`src/design/bb3_pkg.sv`:
```
`default_nettype none
package bb3_pkg;

    localparam int MAX_WIDTH  = 2048;
    localparam int MAX_HEIGHT = 4096;

    localparam int CH_W     = 8;
    localparam int PIX_W    = 3 * CH_W;
    localparam int COL_W    = 11;
    localparam int ROW_W    = 12;
    localparam int WIDTH_W  = 12;
    localparam int HEIGHT_W = 13;
    localparam int LS_AW    = $clog2(MAX_WIDTH);
    localparam int LS_DW    = 2 * PIX_W;

    // window sum of nine 8-bit values, then floor(sum/9) by reciprocal
    localparam int SUM_W       = 12;
    localparam int RECIP_SHIFT = 16;
    localparam int RECIP       = (1 << RECIP_SHIFT) / 9 + 1;
    localparam int PROD_W      = 24;

    localparam int WIN_N = 9;

    // output queue and pipeline depth between accept and queue push
    localparam int QDEPTH     = 8;
    localparam int QAW        = $clog2(QDEPTH);
    localparam int QCW        = QAW + 1;
    localparam int LAT        = 3;
    localparam int ROOM_LIMIT = QDEPTH - LAT - 1;

    // configuration port
    localparam int PADDR_W = 3;
    localparam int PDATA_W = 32;
    localparam logic REG_FRAME_WIDTH  = 1'b0;
    localparam logic REG_FRAME_HEIGHT = 1'b1;

    localparam logic [WIDTH_W-1:0]  WIDTH_RESET  = WIDTH_W'(640);
    localparam logic [HEIGHT_W-1:0] HEIGHT_RESET = HEIGHT_W'(480);
    localparam logic [WIDTH_W-1:0]  WIDTH_MIN    = WIDTH_W'(3);
    localparam logic [WIDTH_W-1:0]  WIDTH_MAX    = WIDTH_W'(MAX_WIDTH);
    localparam logic [HEIGHT_W-1:0] HEIGHT_MIN   = HEIGHT_W'(3);
    localparam logic [HEIGHT_W-1:0] HEIGHT_MAX   = HEIGHT_W'(MAX_HEIGHT);

    typedef logic [CH_W-1:0] chan_t;

    typedef struct packed {
        logic [COL_W-1:0] col;
        logic [ROW_W-1:0] row;
        logic             last;
    } meta_t;

    typedef struct packed {
        chan_t            red;
        chan_t            green;
        chan_t            blue;
        logic [COL_W-1:0] col;
        logic [ROW_W-1:0] row;
        logic             last;
    } result_t;

    typedef struct packed {
        logic valid;
        logic room;
    } queue_status_t;

endpackage
`default_nettype wire

```
`src/design/bb3_out_queue.sv`:
```
`default_nettype none
module bb3_out_queue
    import bb3_pkg::*;
(
    input  wire logic    clk,
    input  wire logic    rst_n,
    input  wire logic    push,
    input  wire result_t push_data,
    input  wire logic    pop,
    output result_t      head,
    output queue_status_t status
);

    result_t          q_mem_reg [QDEPTH];
    logic [QAW-1:0]   wr_ptr_reg;
    logic [QAW-1:0]   rd_ptr_reg;
    logic [QCW-1:0]   count_reg;
    logic [QCW-1:0]   count_next;
    logic             do_pop;

    assign do_pop = pop && (count_reg != '0);

    always_comb
    begin
        count_next = count_reg;
        if (push && !do_pop)
        begin
            count_next = count_reg + QCW'(1);
        end
        else if (!push && do_pop)
        begin
            count_next = count_reg - QCW'(1);
        end
    end

    always_ff @(posedge clk)
    begin
        if (push)
        begin
            q_mem_reg[wr_ptr_reg] <= push_data;
        end
    end

    always_ff @(posedge clk or negedge rst_n)
    begin
        if (!rst_n)
        begin
            wr_ptr_reg <= '0;
            rd_ptr_reg <= '0;
            count_reg  <= '0;
        end
        else
        begin
            if (push)
            begin
                wr_ptr_reg <= wr_ptr_reg + QAW'(1);
            end
            if (do_pop)
            begin
                rd_ptr_reg <= rd_ptr_reg + QAW'(1);
            end
            count_reg <= count_next;
        end
    end

    assign head         = q_mem_reg[rd_ptr_reg];
    assign status.valid = (count_reg != '0);
    assign status.room  = (count_reg <= QCW'(ROOM_LIMIT));

    a_no_overflow: assert property (@(posedge clk) disable iff (!rst_n)
        push |-> (count_reg < QCW'(QDEPTH)) || do_pop)
        else $error("output queue overflow");

    a_count_track: assert property (@(posedge clk) disable iff (!rst_n)
        1'b1 |=> count_reg == $past(count_reg) + QCW'($past(push)) - QCW'($past(do_pop)))
        else $error("output queue count out of step");

endmodule
`default_nettype wire
```
`config.mk`:
```
export PLATFORM = sky130hd
export DESIGN_NAME = bb3_out_queue
export DESIGN_NICKNAME = d
export VERILOG_FILES = /design/src/design/bb3_pkg.sv /design/src/design/bb3_out_queue.sv
export SDC_FILE = /design/constraint.sdc
export NUM_CORES = 1
export LEC_CHECK = 0
export ABC_AREA = 1
export ABC_CLOCK_PERIOD_IN_PS = 5500
export BUFFER_PORTS_ARGS = -buffer_cell sky130_fd_sc_hd__buf_2
export CAP_MARGIN = 30
export CORE_ASPECT_RATIO = 2
export CORE_MARGIN = 4
export CORE_UTILIZATION = 45
export CTS_CLUSTER_SIZE = 8
export DETAILED_ROUTE_END_ITERATION = 6
export PLACE_DENSITY = 0.65
export SYNTH_ARGS = -nofsm -noshare
export SYNTH_HDL_FRONTEND = slang
export SYNTH_SLANG_ARGS = --single-unit
```
`constraint.sdc`:
```
create_clock -name clk -period 5.5 [get_ports clk]
set_input_delay 0.275 -clock clk [delete_from_list [all_inputs] [get_ports clk]]
set_output_delay 0.275 -clock clk [all_outputs]
set_load 0.02 [all_outputs]
```
==> summary.md <==
| Metric | Value |
|---|---|
| DRC | 0 |
| Via density | about 4.8 |
| Die width | 146 um |
| Post-synthesis mux area share | 0% |
| Post-Synth Adder-Cell Area | 0.483% |
| DR pass1 iterations | 5 |
| Core area | 37400 um^2 |
| Post-synth top cells | nand2_1 (653), nor2_1 (395), edfxtp_1 (384) |
| Post-route ant nets | 0 |
| Most common cell type on the critical path | nand2_1 |
| Clock Tree Buf Depth | 3 |
| Flops & latches, synth | between 300 and 400 |
| Sw frac | between 30% and 40% |
| RSZ-0062 raised after global routing | false |
| CP required | 5.22 ns |
| Slew of the pin with the lowest slew margin | ~0.96 ns |
| Crit path cell chain | inv_4, buf_4, nor2_1, nand2_1, nand2_1, nand2_1, nand2_1, buf_2 |
| Final Slew Violations | 0 |
| Placer congestion estimate | around 0.77 |
| PortBufs | between 100 and 150 |
| Yosys cell types | 18 |
| Post-synthesis sequential area ratio | roughly 69% |
| Row cnt | 100 |
| Fraction of layout cells with a size suffix above 1 | about a tenth |
| GR Overflow Total | 0 |
| H-tree levels | 2 |
| Total Routed Length | between 30000 and 40000 um |
| CTS Buf Count | 55 |
| Synth warnings | 0 |
| Fraction of the cycle the final worst path needs | about three fifths |
| Internal power | about 6.6 mW |
| FMAX | roughly 300 MHz |
| Slew headroom | 35.7% |
| Vias in the first global route | roughly 11000 |
| Sw Pwr | between 3 and 4 mW |
| Worst path bufs/invs | 3 |
| Pin count of the biggest net entering global routing | roughly 130 |
| IO Pins | around 100 |
| Total power draw | around 11 mW |
| Initial detailed-routing violation count | 622 |
| Sequential share of power | roughly 37% |
| Most common cell in the synthesized netlist | nand2_1 |
| First-pass GRT wire length | around 60000 um |
| Synth Area in Compound Gates | less than 1% |
| Synth async-reset ratio | under 10% |
| Reg2Reg Depth | 3 |
| Final setup vio count | 0 |
| Leading area contributor after synthesis | edfxtp_1 |
| Final Hold Fails | 0 |
| Final min period | around 3.4 ns |
| Sink Count | 394 |
| Initial antenna violation count | 1 |
| Critical Path End | head[25] |
| Chip height | about 280 um |
| Peak fanout along the critical path | 64 |
| Setup_tns | 0 ns |
| TritonCTS clock tree | done |
| WL per Instance | between 15 and 20 um |
| Number of flops mapped to enable cells by yosys | between 300 and 400 |
| Critical path class | flop to output pin |
| Worst R2R Setup Slack | between 3 and 4 ns |
| Reg2reg start | wr_ptr_reg[0] |
| Avg Synthesized Cell Area | between 9 and 10 um^2 |
| Layout Area Growth over Synthesis | 16.6% |
| Leak | 8.69 nW |
| Hpwl dp | roughly 21000 um |
| Area share of the largest cell type after synthesis | 67.4% |
| Worst clock skew | roughly 0.013 ns |
| Main area contributors after synthesis | edfxtp_1 (67%), nand2_1 (14%), nor2_1 (8.7%) |
| Worst path max stage delay | between 0.7 and 0.8 ns |
| Clock Latency Late Sink | approximately 0.57 ns |
| Combinational power share | 34.6% |
| Die ar. | 41400 um^2 |
| Crit path max-delay family | buffers and inverters |
| CP arrival | ~3.1 ns |
| Post-Synthesis Cells | approximately 1700 |
| Worst path depth | 8 |
| R2r endpoint | q_mem_reg[2][20] |
| Post-Synth Simple-Gate Area | 23.2% |
| Gr usage total | roughly 18% |
| Max VDD drop | roughly 0.00032 V |
| Largest family of logic cells by synthesized area | simple AND/OR/NAND/NOR gates |
| Clock transition at path regs | 0.05 ns |
| PwrDens | around 530 nW/um^2 |
| Max Cap Violations | 0 |
| Clk pwr share | between 20 and 30% |
| Critical path endpoint category | output pin |
| Status | finished, final reports clean |
| Tightest Hold Check Type | input pin to async pin |
| Post-Syn Area | 17100 um^2 |
| Critical Path Start | rd_ptr_reg[1] |
| Max reg flops | roughly 380 |
| Post-layout net count | roughly 1900 |
| Post-Syn Nets | 1797 |
| CTS-repair resized insts | 0 |
| DR vias | roughly 11000 |
| Max stage delay cell, worst path | dfrtp_4 |
| Hold buffer count at cts | 50 |
| XOR/XNOR share of the synthesized area | less than 1% |
| Initial core utilization | between 40% and 50% |
| Crit start category | flop |
| Clock Tree Root | clkbuf_16 |
| Post-CTS setup buffers | 0 |
| Synth Flop Type | edfxtp_1 |
[power groups by stage]
| stage | logic (mW) | registers (mW) | clock network (mW) |
|---|---|---|---|
| 6_report | 3.65 | 3.91 | 2.97 |
| 5_1_grt | 4.14 | 3.95 | 3.16 |
| 4_1_cts | 3.73 | 3.91 | 3.03 |
| 3_5_place_dp | 3.69 | 3.97 | 0 |
| 3_3_place_gp | 3.64 | 3.95 | 0 |
| 2_1_floorplan | 2.85 | 3.79 | 0 |
[how the worst min path moves through the flow]
stage	from	end	slack, ns	cells after the start
after detailed placement	rst_n	count_reg[3]	0.18	1
final	rst_n	count_reg[3]	0.11	2
after floorplan	rst_n	count_reg[0]	-0.02	0
after global routing	rst_n	count_reg[3]	0.13	2
after CTS	rst_n	count_reg[3]	0.11	2
after global placement	rst_n	count_reg[3]	0.18	1
[per-layer routing]
layer / up-vias / part of all wire, % / global-route usage [%]
met2: 269 / 53 / 34.1
met3: 96 / 4.2 / 2.84
met1: 5377 / 39 / 20.4
met4: 0 / 3.6 / 7.85
li1: 5663 / - / -
met5: - / 0 / 0
[through the flow]
stage | util (%) | cell area, um^2 | std cells | hold slack, ns | worst slack, ns
detailed placement | 48.0 | 18000 | 2240 | 0.182 | 2.68
global route | 53.3 | 19900 | 2357 | 0.131 | 1.91
CTS | 53.3 | 19900 | 2357 | 0.107 | 2.04
finish | 53.3 | 19900 | 2358 | 0.111 | 2.11
global placement | 47.9 | 17900 | 2239 | 0.184 | 2.70
floorplan | - | 17100 | 1739 | -0.0206 | 2.30
[cell families (layout without fill, tap and decap cells)]
kind of cell,after synthesis,after routing
other,0,1
AOI/OAI and AO/OA,4,4
xor gates and xnor gates,4,4
DFF,394,394
and+or+nand+nor,1053,1053
buffers and inverters,278,437
adders and majority gates,6,6
[final cells by class]
type | count | area (um^2)
multi-input cells | 1067 | 4160
clock inverters | 3 | 58.8
flip-flops and latches | 394 | 11800
diodes | 1 | 2.50
repair buffers | 167 | 1160
inverters | 203 | 764
well taps | 459 | 574
clock buffers | 64 | 1430
fillers | 3219 | 17500
[cell usage in the layout (no fill, tap or decap)]
master	count
nand2_1	653
nor2_1	387
edfxtp_1	384
inv_1	201
buf_2	101
clkbuf_16	56
dlygate4sd3_1	50
buf_4	13
nor2_4	8
clkbuf_1	8
dfrtp_1	7
ha_1	5
o21ai_0	4
xnor2_1	3
nand3_1	3
buf_12	3
or2_2	2
dfrtp_4	2
diode_2	1
inv_4	1
inv_2	1
xor2_1	1
fa_1	1
clkinv_16	1
clkinv_4	1
inv_16	1
dfrtp_2	1
Note: power is estimated with default switching activity, not from simulation.
