--- src/design/bb3_pkg.sv ---
`default_nettype none
package bb3_pkg;

    localparam int MAX_WIDTH  = 2048;
    localparam int MAX_HEIGHT = 4096;

    localparam int CH_W     = 8;
    localparam int PIX_W    = 3 * CH_W;
    localparam int COL_W    = 11;
    localparam int ROW_W    = 12;
    localparam int WIDTH_W  = 12;
    localparam int HEIGHT_W = 13;
    localparam int LS_AW    = $clog2(MAX_WIDTH);
    localparam int LS_DW    = 2 * PIX_W;

    // window sum of nine 8-bit values, then floor(sum/9) by reciprocal
    localparam int SUM_W       = 12;
    localparam int RECIP_SHIFT = 16;
    localparam int RECIP       = (1 << RECIP_SHIFT) / 9 + 1;
    localparam int PROD_W      = 24;

    localparam int WIN_N = 9;

    // output queue and pipeline depth between accept and queue push
    localparam int QDEPTH     = 8;
    localparam int QAW        = $clog2(QDEPTH);
    localparam int QCW        = QAW + 1;
    localparam int LAT        = 3;
    localparam int ROOM_LIMIT = QDEPTH - LAT - 1;

    // configuration port
    localparam int PADDR_W = 3;
    localparam int PDATA_W = 32;
    localparam logic REG_FRAME_WIDTH  = 1'b0;
    localparam logic REG_FRAME_HEIGHT = 1'b1;

    localparam logic [WIDTH_W-1:0]  WIDTH_RESET  = WIDTH_W'(640);
    localparam logic [HEIGHT_W-1:0] HEIGHT_RESET = HEIGHT_W'(480);
    localparam logic [WIDTH_W-1:0]  WIDTH_MIN    = WIDTH_W'(3);
    localparam logic [WIDTH_W-1:0]  WIDTH_MAX    = WIDTH_W'(MAX_WIDTH);
    localparam logic [HEIGHT_W-1:0] HEIGHT_MIN   = HEIGHT_W'(3);
    localparam logic [HEIGHT_W-1:0] HEIGHT_MAX   = HEIGHT_W'(MAX_HEIGHT);

    typedef logic [CH_W-1:0] chan_t;

    typedef struct packed {
        logic [COL_W-1:0] col;
        logic [ROW_W-1:0] row;
        logic             last;
    } meta_t;

    typedef struct packed {
        chan_t            red;
        chan_t            green;
        chan_t            blue;
        logic [COL_W-1:0] col;
        logic [ROW_W-1:0] row;
        logic             last;
    } result_t;

    typedef struct packed {
        logic valid;
        logic room;
    } queue_status_t;

endpackage
`default_nettype wire

--- src/design/bb3_lane.sv ---
`default_nettype none
module bb3_lane
    import bb3_pkg::*;
(
    input  wire logic  clk,
    input  wire logic  rst_n,
    input  wire logic  load,
    input  wire chan_t win [WIN_N],
    output chan_t      mean
);

    logic [SUM_W-1:0]  sum_next;
    logic [SUM_W-1:0]  sum_reg;
    logic              valid_reg;
    logic [PROD_W-1:0] prod;
    logic [SUM_W-1:0]  mean_x9;

    always_comb
    begin
        sum_next = '0;
        for (int k = 0; k < WIN_N; k++)
        begin
            sum_next = sum_next + SUM_W'(win[k]);
        end
    end

    always_ff @(posedge clk)
    begin
        sum_reg <= sum_next;
    end

    always_ff @(posedge clk or negedge rst_n)
    begin
        if (!rst_n)
        begin
            valid_reg <= 1'b0;
        end
        else
        begin
            valid_reg <= load;
        end
    end

    // multiply by the rounded-up reciprocal, exact for every 9-pixel sum
    assign prod    = PROD_W'(sum_reg) * PROD_W'(RECIP);
    assign mean    = prod[RECIP_SHIFT +: CH_W];
    assign mean_x9 = SUM_W'(mean) * SUM_W'(9);

    a_mean_floor: assert property (@(posedge clk) disable iff (!rst_n)
        valid_reg |-> (mean_x9 <= sum_reg) && (sum_reg - mean_x9 < SUM_W'(9)))
        else $error("lane mean is not floor(sum/9)");

endmodule
`default_nettype wire

--- config.mk ---
export PLATFORM = sky130hd
export DESIGN_NAME = bb3_lane
export DESIGN_NICKNAME = d
export VERILOG_FILES = /design/src/design/bb3_pkg.sv /design/src/design/bb3_lane.sv
export SDC_FILE = /design/constraint.sdc
export NUM_CORES = 1
export LEC_CHECK = 0
export ABC_AREA = 1
export ABC_CLOCK_PERIOD_IN_PS = 4940
export BUFFER_PORTS_ARGS = -buffer_cell sky130_fd_sc_hd__buf_2
export CORE_MARGIN = 2
export CORE_UTILIZATION = 45
export DETAILED_ROUTE_END_ITERATION = 10
export GPL_TIMING_DRIVEN = 0
export PLACE_DENSITY = 0.7
export SLEW_MARGIN = 20
export SYNTH_ARGS = -nofsm -noshare
export SYNTH_HDL_FRONTEND = slang
export SYNTH_SLANG_ARGS = --single-unit
export TNS_END_PERCENT = 50
--- constraint.sdc ---
create_clock -name clk -period 4.94 [get_ports clk]
set_input_delay 0.988 -clock clk [delete_from_list [all_inputs] [get_ports clk]]
set_output_delay 0.988 -clock clk [all_outputs]
set_load 0.005 [all_outputs]
==> impl_metrics.json, run 1 <==
{
  "initial_core_util_pct": 46.6,
  "globalRouteOverflowTotal": 0,
  "rsz0062_at_grt": "true",
  "num-fill-cells": 840,
  "ys_seq_elements": 12,
  "end_kind": "output port",
  "grt_pass1_vias": 3290,
  "path_cells": "fa_1 -> ha_4 -> inv_2 -> fa_1 -> inv_1 -> fa_1 -> inv_1 -> fa_1 -> inv_2 -> ha_4 -> nand2_4 -> nor2_2 -> nand3_1 -> nand3_1 -> nand2_1 -> buf_4 -> buf_2",
  "vias": 3282,
  "grt_usage_pct": 16.6,
  "finalHoldViolCount": 0,
  "slew_violations": 0,
  "synth_top_family_by_area": "adder cells",
  "drt_pre_antenna_iters": 4,
  "yosys.area_share.simple_pct": 11.7,
  "grt_max_degree": 7,
  "worstHoldStart": "win[64]",
  "syn-mean-instance-area_um2": 8.92,
  "core_mm2": 0.00928,
  "worst_slew_pin_slew_ns": 0.436,
  "viasPerCell": 4.70,
  "critPathLaunchType": "register",
  "synth_ff_type": "dfxtp_1",
  "cts_buffers": 3,
  "period_minus_slack_ns": 5.14,
  "wl_per_cell_um": 12.3,
  "portBuffers": 80,
  "slowest_delay_ns": 0.53,
  "synth-compound-area-share_pct": 5.81,
  "crit_family": "adder cells",
  "pre_cts_ws_ns": -0.413,
  "drtIter0Drc": 108,
  "root_buffer": "clkbuf_8",
  "cts_hold_buffers": 0,
  "die_h_um": 102,
  "hold_end": "sum_reg[0]",
  "post-route-util_pct": 57.2,
  "synth_edf_count": 0,
  "violations": "setup timing",
  "cts.sinks": 12,
  "synth_seq_area_share_pct": 5.55,
  "crit_type": "reg -> out",
  "cts_tree": "yes",
  "async_reset_ff_share_pct": 0,
  "slew_headroom_pct": 70.7,
  "final-seq-area_um2": 267,
  "synth.distinct_cells": 31,
  "cp.arrival_ns": 4.16,
  "largest_reg_flops": 12,
  "design.portCount": 83,
  "multi_input_area_mm2": 0.00383,
  "path_common_cell": "fa_1",
  "fin_cells": 698,
  "n_antenna_cell": 0,
  "grt_pass1_wl_mm": 14.0,
  "syn-num-nets": 723,
  "antenna_found_initial": 0,
  "fmax_ghz": 0.194,
  "gp_congestion": 0.872,
  "dp_cells": 694,
  "clkTransAtPathRegs_ns": 0.05,
  "nNetsFinal": 809,
  "synthMuxAreaShare_pct": 0,
  "syn_area_mm2": 0.00433,
  "setup_ws_ns": -0.205,
  "htreeDepth": 1,
  "max-clock-path-buffers": 2,
  "route.detailed.drc": 0,
  "hold_slack_ns": 1.16,
  "cpMaxStageDelayCell": "fa_1",
  "cp.required_ns": 3.95,
  "wl_mm": 8.60,
  "area_growth_pct": 22.8,
  "synth_warnings": 0,
  "die_width_um": 102,
  "finalCritPeriodShare_pct": 104,
  "synth_cells": 485,
  "setup_viol": 8,
  "dp_hpwl_mm": 7.43,
  "path_buf_inv": 6,
  "die-area_mm2": 0.0104,
  "maxCapViolations": 0,
  "rows": 35,
  "synth_fa_ha_area_share_pct": 61.5,
  "antenna_left": 0,
  "min_path_cells": 3,
  "hold_class": "in -> reg",
  "final_layout_size_suffix_gt1_share_pct": 29.0,
  "status": "finished, violations left",
  "synth-xor-area-share_pct": 2.23,
  "cp_max_fo": 4
}
layout make-up:
type	count	share of cell area [%]
Clock buffer	3	0.777
Sequential cell	12	5.02
Buffer	2	0.283
Tap cell	129	3.04
Timing Repair Buffer	87	9.23
Inverter	136	9.61
Multi-Input combinational cell	329	72.1
stage by stage:
| stage | TNS [ns] | instance area (um2) |
|---|---|---|
| 3_3_place_gp | -2.35 | 4890 |
| 2_1_floorplan | 0 | 4330 |
| 5_1_grt | -2.35 | 5310 |
| 6_report | -1.34 | 5310 |
| 4_1_cts | -0.981 | 5260 |
| 3_5_place_dp | -2.59 | 4890 |
kinds of logic (layout without fill, tap and decap cells):
logic type | after synthesis | count (layout)
flops | 12 | 12
buf+inv | 144 | 228
simple gates | 113 | 113
fa+ha+maj | 163 | 163
xor+xnor | 11 | 11
compound gates | 42 | 42
layout by cell type (no fill, tap or decap), drive strengths merged:
master  Yosys  layout
nor3        2       2
xor2        9       9
nand4       5       5
nor2       19      19
nand2      68      68
or2         1       1
o21a        1       1
o211ai      2       2
ha         80      80
a21o        3       3
clkbuf      0       3
buf         8      89
o21ai       4       4
nand3      16      16
xnor2       2       2
o31ai       1       1
dfxtp      12      12
inv       136     136
a21oi      23      23
nor4        1       1
fa         83      83
a21boi      4       4
nor3b       1       1
o21bai      4       4
cell usage after synthesis, types with 3 or more instances:
| cell | n | share of area, % |
|---|---|---|
| a21o_1 | 3 | 0.52 |
| nand2_2 | 4 | 0.58 |
| o21ai_1 | 3 | 0.35 |
| a21boi_1 | 3 | 0.52 |
| nand3_1 | 15 | 1.7 |
| xor2_1 | 9 | 1.8 |
| inv_2 | 4 | 0.35 |
| buf_4 | 8 | 1.4 |
| nor2_1 | 16 | 1.4 |
| nand4_1 | 5 | 0.72 |
| inv_1 | 132 | 11 |
| a21oi_1 | 23 | 2.7 |
| dfxtp_1 | 12 | 5.6 |
| o21bai_1 | 4 | 0.69 |
| fa_1 | 83 | 38 |
| ha_1 | 80 | 23 |
| nand2_1 | 64 | 5.6 |
layer usage:
layer	vias up	part of all wire (%)	routed length [um]	track usage [%]
met5	-	0	0	0
met4	0	0.91	78	1.33
met3	10	3.8	325	2.26
met2	65	54	4650	29.3
met1	1558	41	3540	22.8
li1	1649	-	-	-
worst max-delay path by stage:
stage | depth (start not counted) | endpoint | start
after floorplan | 19 | mean[7] | sum_reg[8]
after global placement | 18 | mean[4] | sum_reg[8]
after detailed placement | 18 | mean[4] | sum_reg[8]
after CTS | 16 | mean[2] | sum_reg[9]
after global routing | 19 | mean[7] | sum_reg[8]
final | 17 | mean[5] | sum_reg[8]
what timing repair did:
item | CTS | global route
pin swaps | 38 | 13
endpoints found under the setup margin | 8 | 8
buffers inserted | 7 | 0
resized for setup | 65 | 13
worst min-delay path, delay by kind of cell:
kind | cells | cell delay [ns]
adder cells (fa/ha/maj) | 2 | 0.29
buffers and inverters | 1 | 0.09
Power of run 1 is not shown: default switching activity piles up to over one toggle a cycle in this logic, so the estimate is an artifact.
==> inputs of run 2 (changes only) <==
--- a/config.mk
+++ b/config.mk
@@ -13,6 +13,7 @@
 export DETAILED_ROUTE_END_ITERATION = 10
 export GPL_TIMING_DRIVEN = 0
 export PLACE_DENSITY = 0.7
+export SKIP_CTS_REPAIR_TIMING = 1
 export SLEW_MARGIN = 20
 export SYNTH_ARGS = -nofsm -noshare
 export SYNTH_HDL_FRONTEND = slang
==> run 2 against run 1 <==
Against the previous run:
- flip-flop and latch count unchanged
- clock-buffer cell count did not move
- the flow still finishes with violations (setup timing)
- fmax is 1.4% lower
- non-clock buffer count fell by 1
- setup slack got worse by 0.075 ns
- critical path depth rose by 2
- highest routed layer unchanged
- utilization fell by 0.11 points
- hold slack gained 0.0045 ns
==> impl_metrics.json, run 2 (synthesis results as in run 1) <==
{
  "rsz0062_at_grt": "true",
  "path_buf_inv": 8,
  "rows": 35,
  "status": "finished, violations left",
  "htreeDepth": 1,
  "antenna_found_initial": 0,
  "design.portCount": 83,
  "finalCritPeriodShare_pct": 106,
  "n_antenna_cell": 0,
  "drtIter0Drc": 85,
  "min_path_cells": 3,
  "wl_mm": 8.38,
  "slew_violations": 0,
  "largest_reg_flops": 12,
  "cts_tree": "yes",
  "grt_usage_pct": 15.6,
  "setup_ws_ns": -0.280,
  "crit_type": "reg -> out",
  "slew_headroom_pct": 72.3,
  "grt_max_degree": 7,
  "area_growth_pct": 22.6,
  "layout_common_cells": "inv_1, fa_1, buf_2",
  "nNetsFinal": 808,
  "clkTransAtPathRegs_ns": 0.05,
  "route.detailed.drc": 0,
  "grt_pass1_wl_mm": 13.2,
  "dpl_cell_area_mm2": 0.00489,
  "end_kind": "output port",
  "initial_core_util_pct": 46.6,
  "antenna_left": 0,
  "slowest_delay_ns": 0.54,
  "post-route-util_pct": 57.1,
  "crit_family": "adder cells",
  "path_cells": "fa_1 -> ha_4 -> inv_2 -> fa_1 -> inv_2 -> fa_1 -> inv_2 -> fa_1 -> inv_2 -> ha_4 -> a21oi_4 -> buf_4 -> o21bai_2 -> a21oi_2 -> inv_1 -> nand2_1 -> nand2_1 -> buf_4 -> buf_2",
  "cp.required_ns": 3.95,
  "cts_buffers": 3,
  "violations": "setup timing",
  "worst_slew_pin_slew_ns": 0.412,
  "cts.sinks": 12,
  "period_minus_slack_ns": 5.22,
  "die-area_mm2": 0.0104,
  "die_h_um": 102,
  "finalHoldViolCount": 0,
  "worstHoldStart": "win[64]",
  "fmax_ghz": 0.192,
  "cpMaxStageDelayCell": "fa_1",
  "cp.arrival_ns": 4.23,
  "vias": 3277,
  "drt_pre_antenna_iters": 5,
  "final_layout_size_suffix_gt1_share_pct": 30.3,
  "final_common_cell": "inv_1",
  "max-clock-path-buffers": 2,
  "wl_per_cell_um": 12.0,
  "die_width_um": 102,
  "setup_viol": 8,
  "cp_max_fo": 4,
  "portBuffers": 80,
  "pre_cts_ws_ns": -0.413,
  "grt_pass1_vias": 3136,
  "finalInstanceArea_mm2": 0.00530,
  "maxCapViolations": 0,
  "critPathLaunchType": "register",
  "root_buffer": "clkbuf_8",
  "globalRouteOverflowTotal": 0,
  "core_mm2": 0.00928,
  "dp_hpwl_mm": 7.43,
  "gp_congestion": 0.872,
  "hold_class": "in -> reg",
  "num-fill-cells": 843,
  "viasPerCell": 4.70,
  "hold_end": "sum_reg[0]"
}
## run 2: layout make-up
type | instances | area (um2) | share of cell area (%)
sequential | 12 | 268 | 5.05
timing repair buffer | 85 | 469 | 8.85
clock buffer | 3 | 41.3 | 0.778
tap | 129 | 161 | 3.04
buffer | 3 | 22.5 | 0.425
inverter | 136 | 510 | 9.62
multi-input combinational | 329 | 3830 | 72.2
## run 2: through the flow
| step | hold WS, ns | TNS, ns | instances |
|---|---|---|---|
| final | 1.16 | -1.64 | 697 |
| after global routing | 1.18 | -2.60 | 697 |
| after CTS | 1.16 | -4.78 | 697 |
| after detailed placement | 1.40 | -2.59 | 694 |
| after global placement | 1.40 | -2.35 | 694 |
| after floorplan | 1.27 | 0 | 485 |
## run 2: per-layer routing
| metal | wire, um | share of wire (%) | vias up | global-route usage [%] |
|---|---|---|---|---|
| met5 | 0 | 0 | - | 0 |
| met4 | 91 | 1.1 | 0 | 0.615 |
| met3 | 249 | 3.0 | 8 | 1.98 |
| met2 | 4410 | 53 | 53 | 27.0 |
| met1 | 3620 | 43 | 1565 | 22.4 |
| li1 | - | - | 1651 | - |
## run 2: worst max-delay path by stage
stage,cells past startpoint,slack [ns],endpoint,start
3_5_place_dp,18,-0.41,mean[4],sum_reg[8]
4_1_cts,18,-0.69,mean[4],sum_reg[8]
6_report,19,-0.28,mean[1],sum_reg[8]
2_1_floorplan,19,0.02,mean[7],sum_reg[8]
5_1_grt,20,-0.38,mean[1],sum_reg[5]
3_3_place_gp,18,-0.38,mean[4],sum_reg[8]
Power of run 2 is left out for the same reason.
